--- src/rtl/core/jlms_pkg.sv ---
`default_nettype none

package jlms_pkg;

    // Header field widths.
    localparam int unsigned ByteW   = 8;
    localparam int unsigned HlenW   = 16;
    localparam int unsigned PosW    = 17;
    localparam int unsigned OffsetW = 18;

    // Reset value of the header length register.
    localparam logic [HlenW-1:0] HlenReset = 16'd1024;

    // Shortest header that can be taken as JPEG.
    localparam logic [HlenW-1:0] MinHeaderLen = 16'd10;

    // Marker prefix, signature and start-of-scan codes.
    localparam logic [ByteW-1:0] MarkerPrefix = 8'hFF;
    localparam logic [ByteW-1:0] SoiCode      = 8'hD8;
    localparam logic [ByteW-1:0] SosCode      = 8'hDA;

    // Lossless and JPEG-LS frame marker codes.
    localparam logic [ByteW-1:0] SofLsCode = 8'hF7;
    localparam logic [ByteW-1:0] LseCode   = 8'hF8;
    localparam logic [ByteW-1:0] Sof3Code  = 8'hC3;
    localparam logic [ByteW-1:0] Sof7Code  = 8'hC7;
    localparam logic [ByteW-1:0] Sof11Code = 8'hCB;
    localparam logic [ByteW-1:0] Sof15Code = 8'hCF;

    // Offset of the first marker prefix and the margin at the end of the header.
    localparam logic [OffsetW-1:0] FirstMarkerOffset = 18'd2;
    localparam logic [OffsetW:0]   TailMargin        = 19'd4;

    // Scan phase.
    typedef enum logic [2:0] {
        PH_IDLE   = 3'd0,
        PH_SOI    = 3'd1,
        PH_SKIP   = 3'd2,
        PH_MARKER = 3'd3,
        PH_LENHI  = 3'd4,
        PH_LENLO  = 3'd5,
        PH_DONE   = 3'd7
    } t_phase;

    // One verdict per header.
    typedef struct packed {
        logic looks_like_jpeg;
        logic lossless;
    } t_verdict;

    // Verdict from the scanner to the output buffer.
    typedef struct packed {
        logic     valid;
        t_verdict verdict;
    } t_result;

    // Lossless and JPEG-LS frame markers.
    function automatic logic is_lossless_marker(input logic [ByteW-1:0] m);
        return (m == SofLsCode) || (m == LseCode) || (m == Sof3Code) ||
               (m == Sof7Code) || (m == Sof11Code) || (m == Sof15Code);
    endfunction

endpackage

`default_nettype wire

--- src/rtl/core/jlms_byte_if.sv ---
`default_nettype none

interface jlms_byte_if;
    logic       valid;
    logic       ready;
    logic [7:0] data_byte;
    logic       first;

    modport source (output valid, output data_byte, output first, input ready);
    modport sink   (input valid, input data_byte, input first, output ready);
endinterface

`default_nettype wire

--- src/rtl/core/jlms_verdict_if.sv ---
`default_nettype none

interface jlms_verdict_if;
    logic valid;
    logic ready;
    logic looks_like_jpeg;
    logic lossless;

    modport source (output valid, output looks_like_jpeg, output lossless, input ready);
    modport sink   (input valid, input looks_like_jpeg, input lossless, output ready);
endinterface

`default_nettype wire

--- src/rtl/core/jpeg_lossless_marker_scanner_top.sv ---
`default_nettype none

// Channel     Dir  Payload                         Transfer
// i_byte      in   data_byte[7:0], first           valid && ready
// o_verdict   out  looks_like_jpeg, lossless       valid && ready
// i_cfg_*     in   header_length[15:0]             i_cfg_wr_en high
//
// One header byte is taken every cycle; the scanner updates its phase,
// position and next marker offset in the same cycle. Verdicts are registered
// in a two-slot output buffer, so bytes keep flowing while one
// verdict is held; the input stalls only when two verdicts are waiting.
// Reset sets header_length to 1024, puts the scanner in idle and empties the
// buffer. No clearing pass is needed.

module jpeg_lossless_marker_scanner_top (
    input  wire logic                       i_clk,
    input  wire logic                       i_rst_n,
    input  wire logic                       i_cfg_wr_en,
    input  wire logic [jlms_pkg::HlenW-1:0] i_cfg_wr_data,
    jlms_byte_if.sink                       i_byte,
    jlms_verdict_if.source                  o_verdict
);
    import jlms_pkg::*;

    logic [HlenW-1:0] r_header_length;
    logic             space;
    logic             accept;
    t_result          result;

    // Header length register.
    always_ff @(posedge i_clk) begin
        if (!i_rst_n) begin
            r_header_length <= HlenReset;
        end else if (i_cfg_wr_en) begin
            r_header_length <= i_cfg_wr_data;
        end
    end

    // Input transfer.
    assign i_byte.ready = space;
    assign accept       = i_byte.valid && space;

    jlms_scan u_scan (
        .i_clk           (i_clk),
        .i_rst_n         (i_rst_n),
        .i_header_length (r_header_length),
        .i_accept        (accept),
        .i_data_byte     (i_byte.data_byte),
        .i_first         (i_byte.first),
        .o_result        (result)
    );

    jlms_out_buf u_out_buf (
        .i_clk     (i_clk),
        .i_rst_n   (i_rst_n),
        .i_result  (result),
        .o_space   (space),
        .o_verdict (o_verdict)
    );

endmodule

`default_nettype wire

--- src/rtl/core/jlms_scan.sv ---
`default_nettype none

module jlms_scan (
    input  wire logic                         i_clk,
    input  wire logic                         i_rst_n,
    input  wire logic [jlms_pkg::HlenW-1:0]   i_header_length,
    input  wire logic                         i_accept,
    input  wire logic [jlms_pkg::ByteW-1:0]   i_data_byte,
    input  wire logic                         i_first,
    output jlms_pkg::t_result                 o_result
);
    import jlms_pkg::*;

    t_phase              r_phase, n_phase;
    logic [PosW-1:0]     r_position, n_position;
    logic [OffsetW-1:0]  r_next_offset, n_next_offset;
    logic [ByteW-1:0]    r_length_high, n_length_high;

    logic [PosW-1:0]     pos_inc;
    logic [HlenW-1:0]    seg_len;
    logic [OffsetW-1:0]  offset_sum;
    logic                seg_short;
    logic                past_end;
    logic                at_marker;
    logic                scan_active;
    logic                short_header;

    // Shared datapath: position step, segment length and next marker offset.
    assign pos_inc      = r_position + 1'b1;
    assign seg_len      = {r_length_high, i_data_byte};
    assign offset_sum   = r_next_offset + FirstMarkerOffset + {2'b00, seg_len};
    assign seg_short    = seg_len < 16'd2;
    assign past_end     = ({1'b0, offset_sum} + TailMargin) >= {3'b000, i_header_length};
    assign at_marker    = {1'b0, pos_inc} == r_next_offset;
    assign short_header = i_header_length < MinHeaderLen;
    assign scan_active  = (r_phase == PH_SOI) || (r_phase == PH_SKIP) ||
                          (r_phase == PH_MARKER) || (r_phase == PH_LENHI) ||
                          (r_phase == PH_LENLO);

    // Next phase.
    always_comb begin
        n_phase = r_phase;
        if (i_accept) begin
            if (i_first) begin
                if (short_header || (i_data_byte != MarkerPrefix)) begin
                    n_phase = PH_DONE;
                end else begin
                    n_phase = PH_SOI;
                end
            end else begin
                case (r_phase)
                    PH_IDLE: n_phase = PH_IDLE;
                    PH_DONE: n_phase = PH_DONE;
                    PH_SOI: begin
                        if (pos_inc == 17'd1) begin
                            n_phase = (i_data_byte != SoiCode) ? PH_DONE : PH_SOI;
                        end else begin
                            n_phase = (i_data_byte != MarkerPrefix) ? PH_DONE : PH_MARKER;
                        end
                    end
                    PH_MARKER: begin
                        if ((i_data_byte == SosCode) || is_lossless_marker(i_data_byte)) begin
                            n_phase = PH_DONE;
                        end else begin
                            n_phase = PH_LENHI;
                        end
                    end
                    PH_LENHI: n_phase = PH_LENLO;
                    PH_LENLO: n_phase = (seg_short || past_end) ? PH_DONE : PH_SKIP;
                    PH_SKIP: begin
                        if (at_marker) begin
                            n_phase = (i_data_byte != MarkerPrefix) ? PH_DONE : PH_MARKER;
                        end
                    end
                    default: n_phase = PH_DONE;
                endcase
            end
        end
    end

    // Verdict and datapath register updates.
    always_comb begin
        n_position    = r_position;
        n_next_offset = r_next_offset;
        n_length_high = r_length_high;
        o_result      = '0;
        if (i_accept) begin
            if (i_first) begin
                n_position    = '0;
                n_next_offset = FirstMarkerOffset;
                n_length_high = '0;
            end else if (scan_active) begin
                n_position = pos_inc;
                if (r_phase == PH_LENHI) begin
                    n_length_high = i_data_byte;
                end
                if ((r_phase == PH_LENLO) && !seg_short) begin
                    n_next_offset = offset_sum;
                end
            end
            // A verdict falls on a failing first byte or on the byte that moves a live scan to done.
            o_result.valid = (n_phase == PH_DONE) && (i_first || scan_active);
            o_result.verdict.looks_like_jpeg = !i_first && (r_phase != PH_SOI);
            o_result.verdict.lossless = !i_first && (r_phase == PH_MARKER) &&
                                        is_lossless_marker(i_data_byte);
        end
    end

    // Control state and datapath registers all take their reset values.
    always_ff @(posedge i_clk) begin
        if (!i_rst_n) begin
            r_phase       <= PH_IDLE;
            r_position    <= '0;
            r_next_offset <= FirstMarkerOffset;
            r_length_high <= '0;
        end else begin
            r_phase       <= n_phase;
            r_position    <= n_position;
            r_next_offset <= n_next_offset;
            r_length_high <= n_length_high;
        end
    end

endmodule

`default_nettype wire

--- src/rtl/core/jlms_out_buf.sv ---
`default_nettype none

module jlms_out_buf (
    input  wire logic        i_clk,
    input  wire logic        i_rst_n,
    input  wire jlms_pkg::t_result i_result,
    output logic             o_space,
    jlms_verdict_if.source   o_verdict
);
    import jlms_pkg::*;

    logic     r_main_valid, n_main_valid;
    logic     r_skid_valid, n_skid_valid;
    t_verdict r_main, n_main;
    t_verdict r_skid, n_skid;
    logic     pop;

    // Room for one more verdict as long as the skid slot is free.
    assign o_space = !r_skid_valid;
    assign pop     = r_main_valid && o_verdict.ready;

    // Main slot refills from the skid slot first, then from a new verdict.
    always_comb begin
        n_main_valid = r_main_valid;
        n_skid_valid = r_skid_valid;
        n_main       = r_main;
        n_skid       = r_skid;
        if (pop || !r_main_valid) begin
            if (r_skid_valid) begin
                n_main_valid = 1'b1;
                n_main       = r_skid;
                n_skid_valid = i_result.valid;
                n_skid       = i_result.verdict;
            end else begin
                n_main_valid = i_result.valid;
                n_main       = i_result.verdict;
            end
        end else if (i_result.valid) begin
            n_skid_valid = 1'b1;
            n_skid       = i_result.verdict;
        end
    end

    always_ff @(posedge i_clk) begin
        if (!i_rst_n) begin
            r_main_valid <= 1'b0;
            r_skid_valid <= 1'b0;
        end else begin
            r_main_valid <= n_main_valid;
            r_skid_valid <= n_skid_valid;
        end
    end

    always_ff @(posedge i_clk) begin
        r_main <= n_main;
        r_skid <= n_skid;
    end

    // Result channel.
    assign o_verdict.valid           = r_main_valid;
    assign o_verdict.looks_like_jpeg = r_main.looks_like_jpeg;
    assign o_verdict.lossless        = r_main.lossless;

endmodule

`default_nettype wire
--- src/flat_wrapper.sv ---
// flat-port wrapper written by rule: the top's interface ports become plain ports
module jpeg_lossless_marker_scanner_top_flat import jlms_pkg::*;
  (i_clk, i_rst_n, i_cfg_wr_en, i_cfg_wr_data, i_byte_valid, i_byte_data_byte, i_byte_first, i_byte_ready, o_verdict_valid, o_verdict_looks_like_jpeg, o_verdict_lossless, o_verdict_ready);
  jlms_byte_if i_byte_i ();
  jlms_verdict_if o_verdict_i ();
  input  wire logic i_clk;
  input  wire logic i_rst_n;
  input  wire logic i_cfg_wr_en;
  input  wire logic [jlms_pkg::HlenW-1:0] i_cfg_wr_data;
  input wire logic [$bits(i_byte_i.valid)-1:0] i_byte_valid;
  input wire logic [$bits(i_byte_i.data_byte)-1:0] i_byte_data_byte;
  input wire logic [$bits(i_byte_i.first)-1:0] i_byte_first;
  output wire logic [$bits(i_byte_i.ready)-1:0] i_byte_ready;
  output wire logic [$bits(o_verdict_i.valid)-1:0] o_verdict_valid;
  output wire logic [$bits(o_verdict_i.looks_like_jpeg)-1:0] o_verdict_looks_like_jpeg;
  output wire logic [$bits(o_verdict_i.lossless)-1:0] o_verdict_lossless;
  input wire logic [$bits(o_verdict_i.ready)-1:0] o_verdict_ready;
  assign i_byte_i.valid = i_byte_valid;
  assign i_byte_i.data_byte = i_byte_data_byte;
  assign i_byte_i.first = i_byte_first;
  assign i_byte_ready = i_byte_i.ready;
  assign o_verdict_valid = o_verdict_i.valid;
  assign o_verdict_looks_like_jpeg = o_verdict_i.looks_like_jpeg;
  assign o_verdict_lossless = o_verdict_i.lossless;
  assign o_verdict_i.ready = o_verdict_ready;
  jpeg_lossless_marker_scanner_top u_core (.i_clk(i_clk), .i_rst_n(i_rst_n), .i_cfg_wr_en(i_cfg_wr_en), .i_cfg_wr_data(i_cfg_wr_data), .i_byte(i_byte_i), .o_verdict(o_verdict_i));
endmodule
--- config.mk ---
export PLATFORM = sky130hd
export DESIGN_NAME = jpeg_lossless_marker_scanner_top_flat
export DESIGN_NICKNAME = d
export VERILOG_FILES = /design/src/rtl/core/jlms_pkg.sv /design/src/rtl/core/jlms_byte_if.sv /design/src/rtl/core/jlms_verdict_if.sv /design/src/rtl/core/jpeg_lossless_marker_scanner_top.sv /design/src/rtl/core/jlms_scan.sv /design/src/rtl/core/jlms_out_buf.sv /design/src/flat_wrapper.sv
export SDC_FILE = /design/constraint.sdc
export NUM_CORES = 1
export LEC_CHECK = 0
export BUFFER_PORTS_ARGS = -buffer_cell sky130_fd_sc_hd__buf_2
export CAP_MARGIN = 20
export CELL_PAD_IN_SITES_DETAIL_PLACEMENT = 1
export CELL_PAD_IN_SITES_GLOBAL_PLACEMENT = 2
export CORE_UTILIZATION = 33
export CTS_CLUSTER_SIZE = 8
export DETAILED_ROUTE_END_ITERATION = 12
export GPL_TIMING_DRIVEN = 0
export PLACE_DENSITY = 0.84
export SLEW_MARGIN = 5
export SYNTH_ARGS = -nofsm -noshare
export SYNTH_HDL_FRONTEND = slang
export SYNTH_SLANG_ARGS = --single-unit
--- constraint.sdc ---
create_clock -name i_clk -period 4.9 [get_ports i_clk]
set_input_delay 0.49 -clock i_clk [delete_from_list [all_inputs] [get_ports i_clk]]
set_output_delay 0.49 -clock i_clk [all_outputs]
set_load 0.02 [all_outputs]
Word level (Yosys, flattened, before mapping). Index checks and enable logic that the tools add are counted.

Bits in registers: 68. Bits of input ports: 30. Word-level logic and storage cells: 98.

$add $sub $neg: 4. $lt $le $gt $ge: 3. Equality and inequality tests: 19. Multiplexer cells: 27. Reduce and logical (&&, ||, !) cells: 34.

Operators by type and width (count): equality test 8 bit, second input constant (7); 2-to-1 mux 18 bit (3); 2-to-1 mux 17 bit (2); 2-to-1 mux 3 bit (9); 2-to-1 mux 8 bit (3); adder 18 x 3 -> 19 bit, second input constant (1); >= comparator 19 x 16 -> 1 bit (1); adder 18 x 16 -> 18 bit (1); adder 18 x 2 -> 18 bit, second input constant (1); equality test 17 x 18 -> 1 bit (1); case mux 3 bit (6 select lines) (1); adder 17 x 1 -> 17 bit, second input constant (1); equality test 17 x 1 -> 1 bit, second input constant (1); < comparator 16 x 2 -> 1 bit, second input constant (1); < comparator 16 x 4 -> 1 bit, second input constant (1); != test 8 bit, second input constant (2); logical OR 1 bit (14); 2-to-1 mux 2 bit (5); equality test 3 bit, second input constant (3); nonzero test 2 bit (4); logical AND 1 bit (7); equality test 3 x 2 -> 1 bit, second input constant (2); AND reduction 3 bit (2); zero test 1 bit (4); 6 further kinds (10).

Depth between registers and ports, before layout. Gate-level depths: netlist (run 1).

Depth after elaboration: 16. Depth in mapped cells: 23. Gate-level depth less buffers: 23.

Cells and area by module. A second synthesis (run 1) with hierarchy kept.

Cells, all modules: 698. Area, all modules: 5783.0 µm².

Modules (own cells, without submodules): jlms_scan (instances 1, cells an instance 630, area an instance 4929.7 µm², seq. area each 920.9 µm²); jpeg_lossless_marker_scanner_top (instances 1, cells an instance 52, area an instance 619.3 µm², seq. area each 320.3 µm²); jlms_out_buf (instances 1, cells an instance 16, area an instance 234.0 µm², seq. area each 160.2 µm²).

Worst setup path before layout (run 1). OpenSTA, ideal clock, no wires.

Path type: input port to flip-flop. Start: input i_byte_data_byte[1]. End: register u_core.u_out_buf.r_skid[0] (netlist name), enable pin. Library setup time: 253 ps. Arrival time: 4467 ps. Required time: 4647 ps. Setup slack: 180 ps. Stages: 23. Path buffers: 0. Path through: inv_1 > ha_1 > inv_1 > ha_1 > inv_1 > fa_1 > nor2b_2 > o2111ai_1 > a211o_1 > a31oi_1 > nand4b_4 > or4_4 > nand2b_1 > xnor2_1 > ha_1 > nand3_1 > nor2_1 > nand2_1 > nand4b_1 > a311oi_1 > o221ai_2 > nand3_2 > a21oi_1.

Cells in the longest elaborated chain, start to end: 16.

Ends and longest elaborated chain: start: declaration (line flat_wrapper.sv:11) `input wire logic [$bits(i_byte_i.data_byte)-1:0] i_byte_data_byte;`; branches (longest 9 deep; another with adder 18 x 3 -> 19 bit); 2-to-1 mux 3 bit (*) (line jlms_scan.sv:44) `if (i_first) begin`; 2-to-1 mux 3 bit (*) (line jlms_scan.sv:43) `if (i_accept) begin`; equality test 3 bit (*) (line jlms_scan.sv:102) `o_result.valid = (n_phase == PH_DONE) && (i_first || scan_active);`; logical AND 1 bit (*) (line jlms_scan.sv:102); 2-to-1 mux 3 bit (*) (line jlms_scan.sv:87) `if (i_accept) begin`; nonzero test 2 bit (no line) (*); AND reduction 2 bit (no line) (*); end signal: assignment (line jlms_out_buf.sv:56) `r_skid <= n_skid;`; end: declaration (line jlms_out_buf.sv:15) `t_verdict r_skid, n_skid;`.

Mark *: on every way between the ends. A chain may end at the register's enable or synchronous reset.

Final worst setup path (run 1).
Start: register u_core.u_scan.r_next_offset[1]. End: register u_core.u_out_buf.r_skid[1] (netlist name), enable pin.

Cells in the longest elaborated chain, start to end: 14.

Ends and longest elaborated chain: start: declaration (line jlms_scan.sv:16) `logic [OffsetW-1:0] r_next_offset, n_next_offset;`; start signal: assignment (line jlms_scan.sv:114) `r_next_offset <= FirstMarkerOffset;`; start signal: assignment (line jlms_scan.sv:119) `r_next_offset <= n_next_offset;`; adder 18 x 2 -> 18 bit (line jlms_scan.sv:31) `assign offset_sum = r_next_offset + FirstMarkerOffset + {2'b00, seg_len};`; adder 18 x 16 -> 18 bit (line jlms_scan.sv:31); adder 18 x 3 -> 19 bit (line jlms_scan.sv:33) `assign past_end = ({1'b0, offset_sum} + TailMargin) >= {3'b000, i_header_length};`; >= comparator 19 x 16 -> 1 bit (line jlms_scan.sv:33); logical OR 1 bit (line jlms_scan.sv:69) `PH_LENLO: n_phase = (seg_short || past_end) ? PH_DONE : PH_SKIP;`; 2-to-1 mux 3 bit (line jlms_scan.sv:69); case mux 3 bit (6 select lines) (*) (line jlms_scan.sv:51) `case (r_phase)`; 2-to-1 mux 3 bit (*) (line jlms_scan.sv:44); 2-to-1 mux 3 bit (*) (line jlms_scan.sv:43); equality test 3 bit (*) (line jlms_scan.sv:102); logical AND 1 bit (*) (line jlms_scan.sv:102); 2-to-1 mux 3 bit (*) (line jlms_scan.sv:87); nonzero test 2 bit (no line) (*); AND reduction 2 bit (no line) (*).

Mark *: on every way between the ends. The rest lies on a longest branch, timed or not.

==> results.cfg, run 1 <==
[run_status]
status = finished clean

[power]
power.switching_mw = 0.478
cellPowerDensity_mw_per_mm2 = 232
leakage_nw = 2.88
p_comb_share_pct = 19.5
clockPowerShare_pct = 44.4
ir_worst_vdd_v = 0.000192
switching_share_pct = 29.5
power_frac_seq_pct = 36.2
p_int_mw = 1.14

[min_path]
hp-start = i_cfg_wr_data[10]
worst_hold_path_type = in2reg
whs_path_depth = 3
min_to = u_core.r_header_length[10]$_SDFFE_PN1P_

[setup_path]
r2r-start = u_core.u_scan.r_next_offset[1]$_SDFFE_PN1P_
r2r_end = u_core.u_out_buf.r_skid[1]$_DFFE_PP_
cp.arrival_ns = 4.90
required_ns = 5.01
r2r_slack_ns = 0.11
r2r_cells = 23
criticalPathCategory = reg2reg
cp-start-kind = flip-flop
endpoint_kind = flip-flop
critPathMaxFanout = 4

[synthesis]
seq_area_frac_synth_pct = 24.2
synthCells = 747
async_reset_ff_share_pct = 0
synthesis.area_mm2 = 0.00578
yosysWarnings = 0
avgSynthCellArea_um2 = 7.74
synth_cell_types = 73
synth_nets = 829
synth_flop_cell = dfxtp_1
yosys.area.top_type_share_pct = 22.2
synth-seq-cells = 68
netlist_top_cells_area = dfxtp_1 22%, ha_1 11%, nor2_1 5.5%, xnor2_1 4.4%, a21oi_1 4.2%
synth_enable_flop_cells = 4
yosys.area.top_type = dfxtp_1

[route]
drtIter0Drc = 329
wire_per_inst_um = 19.6
postRouteAntennaNets = 0
drc = 0
avgViaCountPerCell = 5.78
wl_um = 20400
drt_pre_antenna_iters = 5
vias = 6028

[die]
ios = 34
die_h_um = 134
rows = 48
die_w_um = 134
initial_core_util_pct = 33.7
coreArea_mm2 = 0.0172
die_area_mm2 = 0.0181

[sta]
finalMaxSlewViolations = 0
period_share_pct = 97.8
final-hold-violation-count = 0
max_slew_margin_pct = 43.5
fmax_mhz = 209
fin_hold_ws_ns = 0.378
finClkSkew_ns = 0.0114
setup_slack_ns = 0.106
setup_viol = 0
period_needed_ns = 4.79
fin_tns_setup_ns = 0
tightest_slew_ns = 0.848

[final_layout]
fin_util_pct = 40.8
stdcell_count = 1043
drive_above_1_share_pct = 15.2
layout_common_cells = 82 x nor2_1, 57 x dfxtp_1, 48 x a21oi_1
multi_input_area_mm2 = 0.00433
fin_nets = 895
layout.area.seq_mm2 = 0.00142
fillers = 2134
synthToLayoutAreaGrowth_pct = 21.1
num_antenna_cells = 0
final_common_cell = nor2_1

[job]
max_cap_violations = 0

[global_route]
grt.overflow.total = 0
grt_pass1_wl_um = 32300
grt_max_degree = 13
grt_util_all_layers_pct = 23.0
first_global_vias = 6139
antenna_found_initial = 0

[clocking]
cts_root_buf = clkbuf_16
tritoncts = done
cts_sinks = 68
cts_buffer_depth = 2
numCtsBuffers = 9
ctsHoldBuffers = 0
clock_latency_ns = 0.35
htree_levels = 3
cts.reportedPaths.clkPinSlew_ns = 0.07

[placed_design]
post-place-cells = 1003
hpwl_um = 15500
numPortBuffers = 31
post-place-ws_ns = -0.990
gp_congestion = 0.876
-- worst max path at each step --
stage                     slack [ns]                              endpoint                                   startpoint
final                           0.11  u_core.u_out_buf.r_skid[1]$_DFFE_PP_  u_core.u_scan.r_next_offset[1]$_SDFFE_PN1P_
after CTS                      0.008  u_core.u_out_buf.r_skid[1]$_DFFE_PP_  u_core.u_scan.r_next_offset[3]$_SDFFE_PN0P_
after global routing           -0.01  u_core.u_out_buf.r_skid[1]$_DFFE_PP_  u_core.u_scan.r_next_offset[1]$_SDFFE_PN1P_
after detailed placement       -0.99  u_core.u_out_buf.r_skid[1]$_DFFE_PP_                          i_byte_data_byte[1]
after global placement         -0.84  u_core.u_out_buf.r_skid[1]$_DFFE_PP_                          i_byte_data_byte[1]
after floorplan                 0.18  u_core.u_out_buf.r_skid[0]$_DFFE_PP_                          i_byte_data_byte[1]
-- power by group through the flow --
stage	registers [mW]	clock network (mW)	logic, mW
CTS	0.587	0.731	0.304
global placement	0.599	0	0.263
global route	0.589	0.749	0.347
finish	0.587	0.720	0.316
floorplan	0.595	0	0.190
detailed placement	0.600	0	0.275
-- cell type report --
| cell class | count | share of cell area [%] |
|---|---|---|
| clock inverters | 6 | 1.25 |
| flip-flops and latches | 68 | 20.2 |
| inverters | 39 | 2.09 |
| plain buffers | 41 | 2.32 |
| multi-input cells | 598 | 61.9 |
| repair buffers | 56 | 4.93 |
| well taps | 225 | 4.02 |
| clock buffers | 10 | 3.27 |
-- through the flow --
step / total power, mW / instance area, um2
floorplan: 0.785 / 5780
global placement: 0.862 / 6220
detailed placement: 0.874 / 6220
CTS: 1.62 / 6840
global route: 1.68 / 7000
finish: 1.62 / 7000
-- cells by family after synthesis --
group / count (synthesis) / share of synthesized area, %
fa+ha+maj: 52 / 11.4
flops: 68 / 24.2
xor+xnor: 42 / 6.60
buf+inv: 81 / 5.32
mux: 19 / 3.29
simple gates: 302 / 27.4
compound gates: 183 / 21.7
-- flip-flops by register name, summed over array words and instances (netlist names) --
name	count
u_core.u_out_buf.r_skid_valid	1
u_core.u_out_buf.o_verdict.looks_like_jpeg	1
u_core.u_scan.r_position	17
u_core.u_out_buf.o_verdict.valid	1
u_core.u_out_buf.r_skid	2
u_core.u_scan.r_phase	3
u_core.r_header_length	16
u_core.u_scan.r_length_high	8
u_core.u_scan.r_next_offset	18
u_core.u_out_buf.o_verdict.lossless	1
-- critical path, stage by stage, from the launching register on --
cell and delay [ns]:
dfxtp_4 0.35, inv_2 0.05, ha_4 0.25, inv_2 0.04, ha_4 0.15, inv_2 0.05, fa_2 0.23, nor2b_4 0.07
o31a_1 0.30, buf_4 0.17, o311ai_4 0.31, nand2_2 0.12, nand4b_4 0.19, buf_4 0.17, nor4_4 0.31, xor2_2 0.22
ha_1 0.30, nor2b_1 0.15, o21ai_0 0.20, nand4b_1 0.15, a311oi_2 0.31, o221ai_2 0.21, nand3_2 0.18, a21oi_4 0.08
-- Yosys cell counts (3+ instances only) --
library cell	number
nor3_1	38
a31oi_1	9
nand2b_1	11
and3_1	12
or4_1	4
and2_1	7
nor2b_1	8
a21o_1	17
o41ai_1	3
and4_1	6
a211o_1	6
a311oi_1	4
o2111ai_1	5
nor4_1	14
ha_1	51
dfxtp_1	64
nand4_1	18
o211ai_1	8
or3_1	7
buf_1	4
nor3b_1	5
xor2_1	12
o21ai_0	26
edfxtp_1	4
clkbuf_1	35
o21ai_1	3
mux2i_1	19
o21a_1	9
nor2_1	84
nand2_1	45
nand3_1	20
buf_2	3
nand3b_1	5
a22oi_1	21
xnor2_1	29
a21oi_1	49
inv_1	39
-- per-layer routing --
layer,global-route usage [%],part of all wire [%],up-vias,routed length [um]
li1,-,-,2881,-
met1,27.7,44,2957,8880
met2,41.7,50,151,10300
met3,3.48,3.5,39,717
met4,7.12,2.5,0,500
met5,0,0,-,0
-- timing repair --
| item | in CTS | in global routing |
|---|---|---|
| hold endpoints to repair | 0 | 0 |
| pin swaps | 19 | 18 |
| setup buffers | 14 | 11 |
| resized for setup | 36 | 18 |
| endpoints found under the setup margin | 6 | 6 |
| gates cloned | 0 | 0 |
Note: power is estimated with default switching activity, not from simulation.
==> run 2: changes to the inputs <==
CAP_MARGIN = default   (was 20)
CORE_ASPECT_RATIO = 1.75   (was default)
CORE_MARGIN = 2   (was default)
==> run 2 against run 1 <==
The run now ends with setup timing left. Sequential power hardly changed. Cell count is 0.67% lower. Global-route usage is 1.4 points lower. Register-to-register slack worse by 0.11 ns. Wire length is 0.62% lower. Sequential share of layout area is 0.45 points higher. Clock skew is 0.0053 ns lower. Maximum frequency is 2.3% lower. Clock power is 2% higher. Via count is 2.7% lower. Final area is 2.7% lower. Sequential cell count stayed put. Highest routed layer unchanged.
==> results.cfg, run 2 (synthesis gave the netlist of run 1 again) <==
[run_status]
status = complete, but fails checks
violations = setup timing

[clocking]
cts_root_buf = clkbuf_16
cts_sinks = 68
numCtsBuffers = 9
htree_levels = 3
ctsHoldBuffers = 0
tritoncts = done
cts_buffer_depth = 2
clock_latency_ns = 0.35
cts.reportedPaths.clkPinSlew_ns = 0.06

[setup_path]
r2r_end = u_core.u_scan.r_phase[2]$_SDFF_PN0_
crit_slowest_cell = or4_4
criticalPathCategory = reg2reg
path_cells = inv_2, ha_4, inv_4, ha_4, inv_2, fa_2, nor2b_4, o2111ai_4, a211o_1, a31oi_4, nand4b_4, or4_4, nand2b_4, xnor2_2, ha_1, nand3_2, nor2_2, nand2_1, nand4b_1, a311oi_2, o221ai_2, nand3_2, buf_6, a311oi_2
cp-start-kind = flip-flop
required_ns = 5.11
cp.arrival_ns = 5.12
slowest_delay_ns = 0.57
crit_start = u_core.u_scan.r_next_offset[1]$_SDFFE_PN1P_
endpoint_kind = flip-flop
r2r-start = u_core.u_scan.r_next_offset[1]$_SDFFE_PN1P_
r2r_cells = 24
r2r_slack_ns = -0.007
critPathMaxFanout = 4
crit_end = u_core.u_scan.r_phase[2]$_SDFF_PN0_

[placed_design]
hpwl_um = 15800
gp_congestion = 0.868
numPortBuffers = 31

[die]
die_w_um = 104
die_h_um = 179
die_area_mm2 = 0.0186
initial_core_util_pct = 33.4
rows = 64
coreArea_mm2 = 0.0173
ios = 34

[sta]
rsz0062_at_grt = true
period_needed_ns = 4.91
finClkSkew_ns = 0.00606
tightest_slew_ns = 0.823
setup_slack_ns = -0.00681
finalMaxSlewViolations = 0
setup_viol = 1
final-hold-violation-count = 0
max_slew_margin_pct = 44.9
fmax_mhz = 204
period_share_pct = 100
fin_tns_setup_ns = -0.00681

[final_layout]
synthToLayoutAreaGrowth_pct = 17.8
largest_reg_flops = 18
final_common_cell = nor2_1
layout_common_cells = 83 x nor2_1, 59 x dfxtp_1, 48 x a21oi_1
drive_above_1_share_pct = 12.9
fin_nets = 882
largest_registers = u_core.u_scan.r_next_offset x18, u_core.u_scan.r_position x17, u_core.r_header_length x16
num_antenna_cells = 0
largest-register = u_core.u_scan.r_next_offset
fillers = 2184
multi_input_area_mm2 = 0.00423
layout.area.seq_mm2 = 0.00141

[route]
drtIter0Drc = 227
postRouteAntennaNets = 0
drt_pre_antenna_iters = 4
wl_um = 20300
avgViaCountPerCell = 5.66
vias = 5865
drc = 0
wire_per_inst_um = 19.6

[global_route]
first_global_vias = 5840
grt_pass1_wl_um = 31300
grt.overflow.total = 0
antenna_found_initial = 0
grt_util_all_layers_pct = 21.6
grt_max_degree = 13

[power]
ir_worst_vdd_v = 0.000135
cellPowerDensity_mw_per_mm2 = 238
total_power_mw = 1.62
leakage_nw = 2.81

[job]
max_cap_violations = 0

[min_path]
worst_hold_path_type = in2reg
run 2: changes by cell type in the layout (fill, tap and decap cells not counted), sizes merged:
cell | previous run | this run
clkbuf | 46 | 44
clkinv | 1 | 2
clkinvlp | 2 | 1
buf | 61 | 50
run 2: what timing repair did:
action,CTS,global route
endpoints found under the setup margin,6,6
pin swaps,7,16
resized for setup,13,25
setup buffers,5,7
run 2: critical path: cells and delay by family, from the launching register on:
family / cells / cell delay (ns)
AO/OA/AOI/OAI: 6 / 1.32
buffers and inverters: 4 / 0.26
adder cells (fa/ha/maj): 4 / 1.12
flip-flops: 1 / 0.33
AND/OR/NAND/NOR: 9 / 1.56
XOR/XNOR: 1 / 0.16
run 2: final cells by class:
cell class | instances | share of cell area [%]
Clock inverter | 6 | 1.27
Timing Repair Buffer | 43 | 3.69
Tap cell | 231 | 4.24
Buffer | 41 | 2.31
Sequential cell | 68 | 20.7
Multi-Input combinational cell | 598 | 62.1
Clock buffer | 10 | 3.51
Inverter | 39 | 2.19
run 2: how the worst min path moves through the flow:
| stage | start | end | slack [ns] | cells past startpoint |
|---|---|---|---|---|
| 2_1_floorplan | u_core.u_scan.r_next_offset[17]$_SDFFE_PN0P_ | u_core.u_scan.r_next_offset[17]$_SDFFE_PN0P_ | 0.44 | 2 |
| 3_3_place_gp | u_core.u_out_buf.o_verdict.valid$_SDFFE_PN0P_ | u_core.u_out_buf.r_skid_valid$_SDFFE_PN0P_ | 0.50 | 2 |
| 6_report | i_cfg_wr_data[10] | u_core.r_header_length[10]$_SDFFE_PN1P_ | 0.38 | 3 |
| 5_1_grt | i_cfg_wr_data[3] | u_core.r_header_length[3]$_SDFFE_PN0P_ | 0.39 | 3 |
| 3_5_place_dp | u_core.u_out_buf.o_verdict.valid$_SDFFE_PN0P_ | u_core.u_out_buf.r_skid_valid$_SDFFE_PN0P_ | 0.51 | 2 |
| 4_1_cts | i_cfg_wr_data[10] | u_core.r_header_length[10]$_SDFFE_PN1P_ | 0.38 | 3 |
run 2: metal layers:
layer	track usage (%)	vias to the layer above	routed length, um	part of all wire (%)
li1	-	2837	-	-
met2	42.7	87	11100	55
met4	10.7	0	862	4.3
met5	0	-	0	0
met3	2.25	43	410	2.0
met1	22.5	2898	7870	39
run 2: power breakdown:
| part | switching, mW | internal [mW] |
|---|---|---|
| combinational | 0.182 | 0.117 |
| sequential | 0.0142 | 0.573 |
| clock | 0.273 | 0.460 |
| total | 0.469 | 1.15 |
run 2: metrics by stage:
stage	util, %	setup slack [ns]	area, um2	hold slack [ns]	instances
finish	39.4	-0.00681	6810	0.379	1036
global route	39.4	-0.175	6810	0.392	1036
CTS	38.5	0.00423	6650	0.378	1030
detailed placement	36.0	-0.937	6230	0.506	1009
global placement	36.0	-0.947	6230	0.499	1009
floorplan	-	0.180	5780	0.444	747
